$ cat config.mk
export PLATFORM = sky130hd
export DESIGN_NAME = video_frame_size_and_region_tracker
export DESIGN_NICKNAME = d
export VERILOG_FILES = /design/src/rtl/vfst_pkg.sv /design/src/rtl/vfst_div.sv /design/src/rtl/vfst_mul.sv /design/src/rtl/vfst_regions.sv /design/src/rtl/video_frame_size_and_region_tracker.sv
export SDC_FILE = /design/constraint.sdc
export NUM_CORES = 2
export LEC_CHECK = 0
export BUFFER_PORTS_ARGS = -buffer_cell sky130_fd_sc_hd__buf_2
export CAP_MARGIN = 5
export CORE_ASPECT_RATIO = 1.25
export CORE_MARGIN = 2
export CORE_UTILIZATION = 35
export DETAILED_ROUTE_END_ITERATION = 6
export PLACE_DENSITY_LB_ADDON = 0.2
export SLEW_MARGIN = 20
export SYNTH_ARGS = -nofsm -noshare
export SYNTH_HDL_FRONTEND = slang
export SYNTH_SLANG_ARGS = --single-unit
$ cat constraint.sdc
create_clock -name clock -period 20.6 [get_ports clock]
set_input_delay 2.06 -clock clock [delete_from_list [all_inputs] [get_ports clock]]
set_output_delay 2.06 -clock clock [all_outputs]
set_load 0.02 [all_outputs]
$ cat src/rtl/vfst_pkg.sv
// Shared constants and widths for the video frame size and region tracker.
package vfst_pkg;

   // Field widths
   localparam int SCALE_W   = 12;
   localparam int HPOS_W    = 10;
   localparam int VPOS_W    = 9;
   localparam int LINE_W    = 12;
   localparam int WIDTH_W   = 16;
   localparam int HEIGHT_W  = 12;
   localparam int ADDR_W    = 24;
   localparam int MEMSZ_W   = 25;
   localparam int CSR_IDX_W = 3;
   localparam int CSR_DAT_W = 25;

   // Horizontal end recomputed as line_width * 1024 / xs
   localparam int FRAC_W     = 10;
   localparam int DIV_W      = LINE_W + FRAC_W;
   localparam int DIV_STEP_W = $clog2(DIV_W);

   // Shared multiplier operands and product
   localparam int MUL_A_W = DIV_W;
   localparam int MUL_B_W = 17;
   localparam int MUL_P_W = MUL_A_W + MUL_B_W;

   localparam int HEIGHT_SHIFT = 26;

   localparam logic [MUL_B_W-1:0]  HEIGHT_NUM = 17'd66366;
   localparam logic [WIDTH_W-1:0]  DEF_WIDTH  = 16'd320;
   localparam logic [HEIGHT_W-1:0] DEF_HEIGHT = 12'd240;
   localparam logic [MEMSZ_W-1:0]  DEF_MEMSZ  = 25'd8388608;

   localparam int MAX_REGIONS_DEF = 16;

   // Register indexes
   localparam logic [CSR_IDX_W-1:0] REG_FORCE_SIZE    = 3'd0;
   localparam logic [CSR_IDX_W-1:0] REG_FORCED_WIDTH  = 3'd1;
   localparam logic [CSR_IDX_W-1:0] REG_FORCED_HEIGHT = 3'd2;
   localparam logic [CSR_IDX_W-1:0] REG_TRACK_REGIONS = 3'd3;
   localparam logic [CSR_IDX_W-1:0] REG_MEMORY_SIZE   = 3'd4;

endpackage

$ cat src/rtl/vfst_div.sv
// Restoring divider, one quotient bit per cycle.
module vfst_div (
   input  logic                         clock,
   input  logic                         reset,
   input  logic                         go,
   input  logic [vfst_pkg::DIV_W-1:0]   dividend,
   input  logic [vfst_pkg::SCALE_W-1:0] divisor,
   output logic                         done,
   output logic [vfst_pkg::DIV_W-1:0]   quotient
);

   localparam int DW = vfst_pkg::DIV_W;
   localparam int SW = vfst_pkg::SCALE_W;
   localparam int CW = vfst_pkg::DIV_STEP_W;

   logic [DW-1:0] quo_ff;
   logic [SW-1:0] rem_ff;
   logic [SW-1:0] dvs_ff;
   logic [CW-1:0] step_ff;
   logic          run_ff;
   logic          done_ff;

   logic [SW:0]   rem_sh;
   logic          fits;
   logic [SW:0]   rem_in;

   always_comb begin
      rem_sh = {rem_ff, quo_ff[DW-1]};
      fits   = rem_sh >= {1'b0, dvs_ff};
      rem_in = fits ? (rem_sh - {1'b0, dvs_ff}) : rem_sh;
   end

   always_ff @(posedge clock) begin
      if (reset) begin
         run_ff  <= 1'b0;
         done_ff <= 1'b0;
         step_ff <= '0;
      end else begin
         done_ff <= 1'b0;
         if (go) begin
            run_ff  <= 1'b1;
            step_ff <= '0;
         end else if (run_ff) begin
            step_ff <= step_ff + 1'b1;
            if (step_ff == CW'(DW - 1)) begin
               run_ff  <= 1'b0;
               done_ff <= 1'b1;
            end
         end
      end
   end

   always_ff @(posedge clock) begin
      if (go) begin
         quo_ff <= dividend;
         rem_ff <= '0;
         dvs_ff <= divisor;
      end else if (run_ff) begin
         // remainder stays below the divisor, so the top bit drops
         quo_ff <= {quo_ff[DW-2:0], fits};
         rem_ff <= rem_in[SW-1:0];
      end
   end

   assign done     = done_ff;
   assign quotient = quo_ff;

endmodule

$ cat src/rtl/vfst_mul.sv
// Shared unsigned multiplier with a registered product.
module vfst_mul (
   input  logic                         clock,
   input  logic [vfst_pkg::MUL_A_W-1:0] op_a,
   input  logic [vfst_pkg::MUL_B_W-1:0] op_b,
   output logic [vfst_pkg::MUL_P_W-1:0] product
);

   logic [vfst_pkg::MUL_P_W-1:0] prod_ff;
   logic [vfst_pkg::MUL_P_W-1:0] prod_in;

   assign prod_in = vfst_pkg::MUL_P_W'(op_a) * vfst_pkg::MUL_P_W'(op_b);

   always_ff @(posedge clock) begin
      prod_ff <= prod_in;
   end

   assign product = prod_ff;

endmodule

$ cat src/rtl/vfst_regions.sv
// Display region table: begin/finish memory and valid count.
module vfst_regions #(
   parameter int MAX_REGIONS = vfst_pkg::MAX_REGIONS_DEF,
   parameter int IDX_W       = $clog2(MAX_REGIONS),
   parameter int CNT_W       = $clog2(MAX_REGIONS + 1)
) (
   input  logic                         clock,
   input  logic                         reset,
   input  logic [IDX_W-1:0]             rd_idx,
   input  logic                         insert,
   input  logic [vfst_pkg::ADDR_W-1:0]  ins_begin,
   input  logic [vfst_pkg::MEMSZ_W-1:0] ins_finish,
   output logic [vfst_pkg::ADDR_W-1:0]  rd_begin,
   output logic [vfst_pkg::MEMSZ_W-1:0] rd_finish,
   output logic [CNT_W-1:0]             count
);

   localparam int AW = vfst_pkg::ADDR_W;
   localparam int EW = vfst_pkg::MEMSZ_W;

   logic [AW+EW-1:0] mem [MAX_REGIONS];
   logic [AW+EW-1:0] rd_ff;
   logic [CNT_W-1:0] count_ff;
   logic [CNT_W-1:0] count_in;
   logic             not_full;
   logic [IDX_W-1:0] slot;

   always_comb begin
      not_full = count_ff < CNT_W'(MAX_REGIONS);
      // full table: overwrite slot 0
      slot     = not_full ? count_ff[IDX_W-1:0] : '0;
      count_in = (insert && not_full) ? count_ff + 1'b1 : count_ff;
   end

   always_ff @(posedge clock) begin
      if (insert) begin
         mem[slot] <= {ins_begin, ins_finish};
      end
      rd_ff <= mem[rd_idx];
   end

   always_ff @(posedge clock) begin
      if (reset) begin
         count_ff <= '0;
      end else begin
         count_ff <= count_in;
      end
   end

   assign rd_begin  = rd_ff[AW+EW-1:EW];
   assign rd_finish = rd_ff[EW-1:0];
   assign count     = count_ff;

endmodule

$ cat src/rtl/video_frame_size_and_region_tracker.sv
// Top level: sequencer for frame size derivation and region tracking.
//
// An item is taken when start is high and busy is low; busy then stays high
// until the result strobe. The result sits on the rsp_ ports for the single
// cycle of rsp_strobe and cannot be held off. Accepted items pass S_DEF when
// size is forced, else S_MW, S_MH1, S_MH2, S_HGT and S_DEF, after S_DIV (the
// shared 22-step divider) when the horizontal end is recomputed; tracking on
// adds S_AREA, S_END, a walk over stored regions (up to MAX_REGIONS) and S_INS
// when a region is inserted, before S_DONE.
// All multiplies go through one shared multiplier, one product per cycle.
// Configuration writes are taken at any time but must be made while idle.
module video_frame_size_and_region_tracker #(
   parameter int MAX_REGIONS = vfst_pkg::MAX_REGIONS_DEF,
   parameter int CNT_W       = $clog2(MAX_REGIONS + 1)
) (
   input  logic                           clock,
   input  logic                           reset,
   input  logic                           start,
   output logic                           busy,
   input  logic [31:0]                    req_x_scale_word,
   input  logic [31:0]                    req_y_scale_word,
   input  logic [31:0]                    req_h_start_word,
   input  logic [31:0]                    req_v_start_word,
   input  logic [vfst_pkg::LINE_W-1:0]    req_line_width,
   input  logic [31:0]                    req_origin_addr,
   output logic                           rsp_strobe,
   output logic [vfst_pkg::WIDTH_W-1:0]   rsp_frame_width,
   output logic [vfst_pkg::HEIGHT_W-1:0]  rsp_frame_height,
   output logic                           rsp_region_added,
   output logic [CNT_W-1:0]               rsp_region_count,
   input  logic                           csr_wr_en,
   input  logic [vfst_pkg::CSR_IDX_W-1:0] csr_index,
   input  logic [vfst_pkg::CSR_DAT_W-1:0] csr_wdata
);

   localparam int IDX_W = $clog2(MAX_REGIONS);
   localparam int SW    = vfst_pkg::SCALE_W;
   localparam int HW    = vfst_pkg::HPOS_W;
   localparam int VW    = vfst_pkg::VPOS_W;
   localparam int DW    = vfst_pkg::DIV_W;
   localparam int WW    = vfst_pkg::WIDTH_W;
   localparam int HTW   = vfst_pkg::HEIGHT_W;
   localparam int AW    = vfst_pkg::ADDR_W;
   localparam int EW    = vfst_pkg::MEMSZ_W;
   localparam int MAW   = vfst_pkg::MUL_A_W;
   localparam int MBW   = vfst_pkg::MUL_B_W;
   localparam int MPW   = vfst_pkg::MUL_P_W;
   localparam int SUM_W = EW + 6;

   localparam logic [3:0] S_IDLE = 4'd0;
   localparam logic [3:0] S_DIV  = 4'd1;
   localparam logic [3:0] S_MW   = 4'd2;
   localparam logic [3:0] S_MH1  = 4'd3;
   localparam logic [3:0] S_MH2  = 4'd4;
   localparam logic [3:0] S_HGT  = 4'd5;
   localparam logic [3:0] S_DEF  = 4'd6;
   localparam logic [3:0] S_AREA = 4'd7;
   localparam logic [3:0] S_END  = 4'd8;
   localparam logic [3:0] S_SRCH = 4'd9;
   localparam logic [3:0] S_INS  = 4'd10;
   localparam logic [3:0] S_DONE = 4'd11;

   // Configuration registers
   logic           force_size_ff;
   logic [WW-1:0]  forced_width_ff;
   logic [HTW-1:0] forced_height_ff;
   logic           track_ff;
   logic [EW-1:0]  mem_size_ff;

   always_ff @(posedge clock) begin
      if (reset) begin
         force_size_ff    <= 1'b0;
         forced_width_ff  <= vfst_pkg::DEF_WIDTH;
         forced_height_ff <= vfst_pkg::DEF_HEIGHT;
         track_ff         <= 1'b0;
         mem_size_ff      <= vfst_pkg::DEF_MEMSZ;
      end else if (csr_wr_en) begin
         case (csr_index)
            vfst_pkg::REG_FORCE_SIZE:    force_size_ff    <= csr_wdata[0];
            vfst_pkg::REG_FORCED_WIDTH:  forced_width_ff  <= csr_wdata[WW-1:0];
            vfst_pkg::REG_FORCED_HEIGHT: forced_height_ff <= csr_wdata[HTW-1:0];
            vfst_pkg::REG_TRACK_REGIONS: track_ff         <= csr_wdata[0];
            vfst_pkg::REG_MEMORY_SIZE:   mem_size_ff      <= csr_wdata[EW-1:0];
            default: ;
         endcase
      end
   end

   // Sequencer and working registers
   logic [3:0]       state_ff, state_in;
   logic [SW-1:0]    xs_ff, xs_in;
   logic [SW-1:0]    ys_ff, ys_in;
   logic [DW-1:0]    hend_ff, hend_in;
   logic [HW-1:0]    hstart_ff, hstart_in;
   logic [VW-1:0]    vend_ff, vend_in;
   logic [VW-1:0]    vstart_ff, vstart_in;
   logic [AW-1:0]    origin_ff, origin_in;
   logic [WW-1:0]    width_ff, width_in;
   logic [HTW-1:0]   height_ff, height_in;
   logic [EW-1:0]    end_ff, end_in;
   logic [IDX_W-1:0] idx_ff, idx_in;
   logic             added_ff, added_in;

   logic             accept;
   logic [HW-1:0]    in_hend;
   logic [HW-1:0]    in_hstart;
   logic [SW-1:0]    in_xs;
   logic             div_go;
   logic             div_done;
   logic [DW-1:0]    div_quo;
   logic [MAW-1:0]   mul_a;
   logic [MBW-1:0]   mul_b;
   logic [MPW-1:0]   prod;
   logic [DW-1:0]    span_h;
   logic [VW-1:0]    span_v;
   logic [SUM_W-1:0] end_sum;
   logic [IDX_W-1:0] rd_idx;
   logic             insert;
   logic [AW-1:0]    rd_begin;
   logic [EW-1:0]    rd_finish;
   logic [CNT_W-1:0] count;
   logic             hit;
   logic             last;

   assign accept    = start && (state_ff == S_IDLE);
   assign in_hend   = req_h_start_word[HW-1:0];
   assign in_hstart = req_h_start_word[16 +: HW];
   assign in_xs     = req_x_scale_word[SW-1:0];
   assign div_go    = accept && !force_size_ff && (in_hend == in_hstart) && (in_xs != '0);

   vfst_div u_div (
      .clock    (clock),
      .reset    (reset),
      .go       (div_go),
      .dividend ({req_line_width, {vfst_pkg::FRAC_W{1'b0}}}),
      .divisor  (in_xs),
      .done     (div_done),
      .quotient (div_quo)
   );

   vfst_mul u_mul (
      .clock   (clock),
      .op_a    (mul_a),
      .op_b    (mul_b),
      .product (prod)
   );

   vfst_regions #(
      .MAX_REGIONS (MAX_REGIONS),
      .IDX_W       (IDX_W),
      .CNT_W       (CNT_W)
   ) u_regions (
      .clock      (clock),
      .reset      (reset),
      .rd_idx     (rd_idx),
      .insert     (insert),
      .ins_begin  (origin_ff),
      .ins_finish (end_ff),
      .rd_begin   (rd_begin),
      .rd_finish  (rd_finish),
      .count      (count)
   );

   always_comb begin
      span_h = (hend_ff > DW'(hstart_ff)) ? (hend_ff - DW'(hstart_ff)) : '0;
      span_v = (vend_ff > vstart_ff) ? (vend_ff - vstart_ff) : '0;

      mul_a = '0;
      mul_b = '0;
      case (state_ff)
         S_MW: begin
            mul_a = span_h;
            mul_b = MBW'(xs_ff);
         end
         S_MH1: begin
            mul_a = MAW'(ys_ff);
            mul_b = MBW'(span_v);
         end
         S_MH2: begin
            mul_a = prod[MAW-1:0];
            mul_b = vfst_pkg::HEIGHT_NUM;
         end
         S_AREA: begin
            mul_a = MAW'(width_ff);
            mul_b = MBW'(height_ff);
         end
         default: ;
      endcase

      // region end = origin + width * height * 4, clamped to memory size
      end_sum = SUM_W'(origin_ff) + {prod[SUM_W-3:0], 2'b00};

      hit = (({1'b0, rd_begin} <= end_ff) && (rd_begin >= origin_ff)) ||
            (({1'b0, origin_ff} <= rd_finish) && (origin_ff >= rd_begin));
      last = (CNT_W'(idx_ff) + 1'b1) == count;

      // walk reads one entry ahead of the compare
      rd_idx = (state_ff == S_SRCH) ? idx_ff + 1'b1 : '0;
      insert = (state_ff == S_INS);
   end

   always_comb begin
      state_in  = state_ff;
      xs_in     = xs_ff;
      ys_in     = ys_ff;
      hend_in   = hend_ff;
      hstart_in = hstart_ff;
      vend_in   = vend_ff;
      vstart_in = vstart_ff;
      origin_in = origin_ff;
      width_in  = width_ff;
      height_in = height_ff;
      end_in    = end_ff;
      idx_in    = idx_ff;
      added_in  = added_ff;

      case (state_ff)
         S_IDLE: begin
            if (accept) begin
               xs_in     = in_xs;
               ys_in     = req_y_scale_word[SW-1:0];
               hend_in   = DW'(in_hend);
               hstart_in = in_hstart;
               vend_in   = req_v_start_word[1 +: VW];
               vstart_in = req_v_start_word[17 +: VW];
               origin_in = req_origin_addr[AW-1:0];
               width_in  = forced_width_ff;
               height_in = forced_height_ff;
               added_in  = 1'b0;
               if (force_size_ff) begin
                  state_in = S_DEF;
               end else if (div_go) begin
                  state_in = S_DIV;
               end else begin
                  state_in = S_MW;
               end
            end
         end
         S_DIV: begin
            if (div_done) begin
               hend_in  = div_quo;
               state_in = S_MW;
            end
         end
         S_MW: begin
            state_in = S_MH1;
         end
         S_MH1: begin
            width_in = (prod[MPW-1:vfst_pkg::FRAC_W] > (MPW - vfst_pkg::FRAC_W)'({WW{1'b1}}))
                       ? {WW{1'b1}} : prod[vfst_pkg::FRAC_W +: WW];
            state_in = S_MH2;
         end
         S_MH2: begin
            state_in = S_HGT;
         end
         S_HGT: begin
            height_in = (prod[MPW-1:vfst_pkg::HEIGHT_SHIFT] >
                         (MPW - vfst_pkg::HEIGHT_SHIFT)'({HTW{1'b1}}))
                        ? {HTW{1'b1}} : prod[vfst_pkg::HEIGHT_SHIFT +: HTW];
            state_in  = S_DEF;
         end
         S_DEF: begin
            if (width_ff == '0) width_in = vfst_pkg::DEF_WIDTH;
            if (height_ff == '0) height_in = vfst_pkg::DEF_HEIGHT;
            state_in = track_ff ? S_AREA : S_DONE;
         end
         S_AREA: begin
            state_in = S_END;
         end
         S_END: begin
            end_in   = (end_sum > SUM_W'(mem_size_ff)) ? mem_size_ff : end_sum[EW-1:0];
            idx_in   = '0;
            state_in = (count == '0) ? S_INS : S_SRCH;
         end
         S_SRCH: begin
            if (hit) begin
               state_in = S_DONE;
            end else if (last) begin
               state_in = S_INS;
            end else begin
               idx_in = idx_ff + 1'b1;
            end
         end
         S_INS: begin
            added_in = 1'b1;
            state_in = S_DONE;
         end
         S_DONE: begin
            state_in = S_IDLE;
         end
         default: begin
            state_in = S_IDLE;
         end
      endcase
   end

   always_ff @(posedge clock) begin
      if (reset) begin
         state_ff <= S_IDLE;
         added_ff <= 1'b0;
         idx_ff   <= '0;
      end else begin
         state_ff <= state_in;
         added_ff <= added_in;
         idx_ff   <= idx_in;
      end
   end

   always_ff @(posedge clock) begin
      xs_ff     <= xs_in;
      ys_ff     <= ys_in;
      hend_ff   <= hend_in;
      hstart_ff <= hstart_in;
      vend_ff   <= vend_in;
      vstart_ff <= vstart_in;
      origin_ff <= origin_in;
      width_ff  <= width_in;
      height_ff <= height_in;
      end_ff    <= end_in;
   end

   assign busy             = (state_ff != S_IDLE);
   assign rsp_strobe       = (state_ff == S_DONE);
   assign rsp_frame_width  = width_ff;
   assign rsp_frame_height = height_ff;
   assign rsp_region_added = added_ff;
   assign rsp_region_count = count;

endmodule

==> flow_metrics.env <==
export IMPL_hold_viol=0
export IMPL_cap_violations=0
export IMPL_seq_power_share_pct=42.8
export IMPL_pre_cts_slack_ns=10.23
export IMPL_cts_root_buf="clkbuf_16"
export IMPL_p_per_area_nw_per_um2=97.43
export IMPL_num_fill_cells=16390
export IMPL_yosys_warnings=0
export IMPL_synth_fp_nets=5916
export IMPL_cts_sinks=1145
export IMPL_clock_path_buffers=3
export IMPL_synth_edf_count=959
export IMPL_syn_inst=5201
export IMPL_die_h_um=465.9
export IMPL_clk_latency_ns=0.76
export IMPL_synth_area_top_cells="edfxtp_1 48%, fa_1 7.3%, dfxtp_1 6.2%"
export IMPL_arrival_ns=11.01
export IMPL_grt_pass1_vias=40560
export IMPL_grt_pass1_wl_mm=267.0
export IMPL_num_nets_final=6020
export IMPL_grtUsageTotal_pct=20.60
export IMPL_worst_slack_ns=10.19
export IMPL_fin_tns_setup_ns=0
export IMPL_p_int_mw=4.380
export IMPL_rows=169
export IMPL_fin_crit_ns=10.41
export IMPL_initial_core_util_pct=35.23
export IMPL_die_w_um=373.5
export IMPL_clk_pin_slew_ns=0.07
export IMPL_hold_start="forced_height_ff[3]$_SDFFE_PP0P_"
export IMPL_fmax_mhz=96.04
export IMPL_hp_class="flop to flop"
export IMPL_ys_seq_elements=1145
export IMPL_cpPeakStageDelay_ns=0.68
export IMPL_synthFlopType="edfxtp_1"
export IMPL_cp_max_fo=32
export IMPL_detail_route_iter0_violations=2920
export IMPL_max_slew_worst_pin_slew_ns=1.100
export IMPL_finalCritPeriodShare_pct=50.54
export IMPL_pwr_share_clk_pct=31.7
export IMPL_startpoint_type="flop"
export IMPL_cts_tree="yes"
export IMPL_seq_area_um2=32530
export IMPL_leakagePower_nw=25.14
export IMPL_ctsResizeCount=0
export IMPL_grt_max_degree=188
export IMPL_ant_nets=0
export IMPL_endpoint_kind="flop"
export IMPL_maxSlewHeadroom_pct=26.04
export IMPL_syn_cell_area_um2=59740
export IMPL_yosysSeqAreaShare_pct=54.44
export IMPL_synthDistinctLibCells=80
export IMPL_ios=240
export IMPL_drc=0
export IMPL_fin_util_pct=39.52
export IMPL_critPathRequiredTime_ns=21.20
export IMPL_area_growth_pct=12.18
export IMPL_rsz0062_at_grt="false"
export IMPL_vias_per_cell=5.377
export IMPL_p_sw_mw=2.149
export IMPL_cp_startpoint="hend_ff[0]$_DFFE_PP_"
export IMPL_synth_top_cell_by_area="edfxtp_1"
export IMPL_critPathKind="flop to flop"
export IMPL_ctsHtreeMaxLevel=3
export IMPL_hpwl_mm=120.6
export IMPL_portBuffers=165
export IMPL_rrSetupSlack_ns=10.19
export IMPL_switching_share_pct=32.91
export IMPL_postCtsSetupBuffers=0
export IMPL_core_region_area_um2=169600
export IMPL_fin_worst_skew_ns=0.04124
export IMPL_synth_top_area_share_pct=48.20
export IMPL_routed_wirelength_mm=182.8
export IMPL_multi_input_area_um2=24510
export IMPL_peakVddDrop_mv=0.07607
export IMPL_overflow=0
export IMPL_cts_made_buffers=113
export IMPL_finalMaxSlewViolations=0
export IMPL_r2r_start="hend_ff[0]$_DFFE_PP_"
export IMPL_setup_viol=0
export IMPL_ctsHoldBuffers=0
export IMPL_pwr_share_comb_pct=25.5
export IMPL_avgRoutedWirePerCell_um=23.96
export IMPL_drive_gt1_share_pct=10.20
export IMPL_vias=41010
export IMPL_firstDrtPassIters=6
export IMPL_cp_slowest_cell="o21a_1"
export IMPL_antenna_found_initial=10
export IMPL_gp_congestion=0.9396
export IMPL_syn_area_per_cell_um2=11.49
export IMPL_dieArea_um2=174000
export IMPL_async_reset_ff_share_pct=0
export IMPL_outcome="completed"
==> flip-flops by register name, indices dropped and copies added (netlist names), 16 cells and up <==
name / count
u_regions.mem: 784
u_regions.rd_ff: 49
u_mul.product: 39
end_ff: 25
mem_size_ff: 25
origin_ff: 24
hend_ff: 22
u_div.quotient: 22
forced_width_ff: 16
rsp_frame_width: 16
==> power groups by stage <==
stage                     clock network, mW  logic [mW]  registers, mW
final                                  2.07        1.67           2.80
after global routing                   2.21        1.83           2.80
after CTS                              2.12        1.67           2.80
after detailed placement                  0        1.65           2.84
after global placement                    0        1.65           2.84
after floorplan                           0        1.04           2.80
==> metrics by stage <==
stage | cell area [um2] | hold WS (ns) | power, mW | instances
floorplan | 59740 | 0.4366 | 3.837 | 5201
global placement | 63290 | 0.4417 | 4.490 | 7412
detailed placement | 63300 | 0.4479 | 4.498 | 7412
CTS | 66980 | 0.4572 | 6.583 | 7626
global route | 67020 | 0.4763 | 6.839 | 7628
finish | 67020 | 0.4566 | 6.530 | 7628
==> final timing paths <==
check                                                        end  depth (start not counted)
worst max-delay path                   u_mul.product[37]$_DFF_P_                         35
worst min-delay path            forced_height_ff[3]$_SDFFE_PP0P_                          2
worst max register to register         u_mul.product[37]$_DFF_P_                         35
worst min register to register  forced_height_ff[3]$_SDFFE_PP0P_                          2
==> cell usage after synthesis, drive strengths merged, types with 113 or more instances <==
cell and count:
nor2 179, o21ai 183, edfxtp 959, nor2b 225, inv 482, dfxtp 186, a21oi 353, nand2 628
a211oi 257, ha 292, fa 219, a311oi 113, clkbuf 260
==> cell families (layout without fill, tap and decap cells) <==
kind of cell,count (synthesis),in the layout,share of synthesized area (%)
multiplexers,55,55,1.005
flip-flops,1145,1145,54.44
adder cells (fa/ha/maj),511,511,13.45
AND/OR/NAND/NOR,1326,1326,10.43
XOR/XNOR,92,92,1.349
other,0,1,0
AO/OA/AOI/OAI,1302,1302,14.41
buffers and inverters,770,973,4.915
==> area by class of cell <==
type	instances	area share [%]
timing repair buffer	277	2.554
multi-input combinational	3286	36.57
inverter	482	2.703
sequential	1145	48.53
clock inverter	65	0.8476
clock buffer	149	4.641
antenna	1	0.003734
tap	2223	4.150
==> cells in the final DEF (no fill, tap or decap), types with 165 or more instances in the layout <==
cell / count
nor2b_1: 225
o21ai_0: 167
nand2_1: 627
a211oi_1: 257
buf_2: 165
a21oi_1: 351
nor2_1: 166
fa_1: 219
ha_1: 292
dfxtp_1: 184
inv_1: 481
edfxtp_1: 959
==> worst max-delay path: cells and delay by family, from the launching register on <==
family	cells	cell delay [ns]
AO/OA/AOI/OAI	16	4.95
adder cells (fa/ha/maj)	9	3.88
buffers and inverters	8	0.79
flip-flops	1	0.38
AND/OR/NAND/NOR	2	0.25
==> per-layer routing <==
layer  part of all wire, %  vias up  GRT usage (%)
met4                   3.7        4          7.613
met2                    49     1093          35.56
li1                      -    19080              -
met1                    43    20560          26.13
met5                 0.013        -              0
met3                   4.9      270          3.110
(Power assumes the default switching activity.)
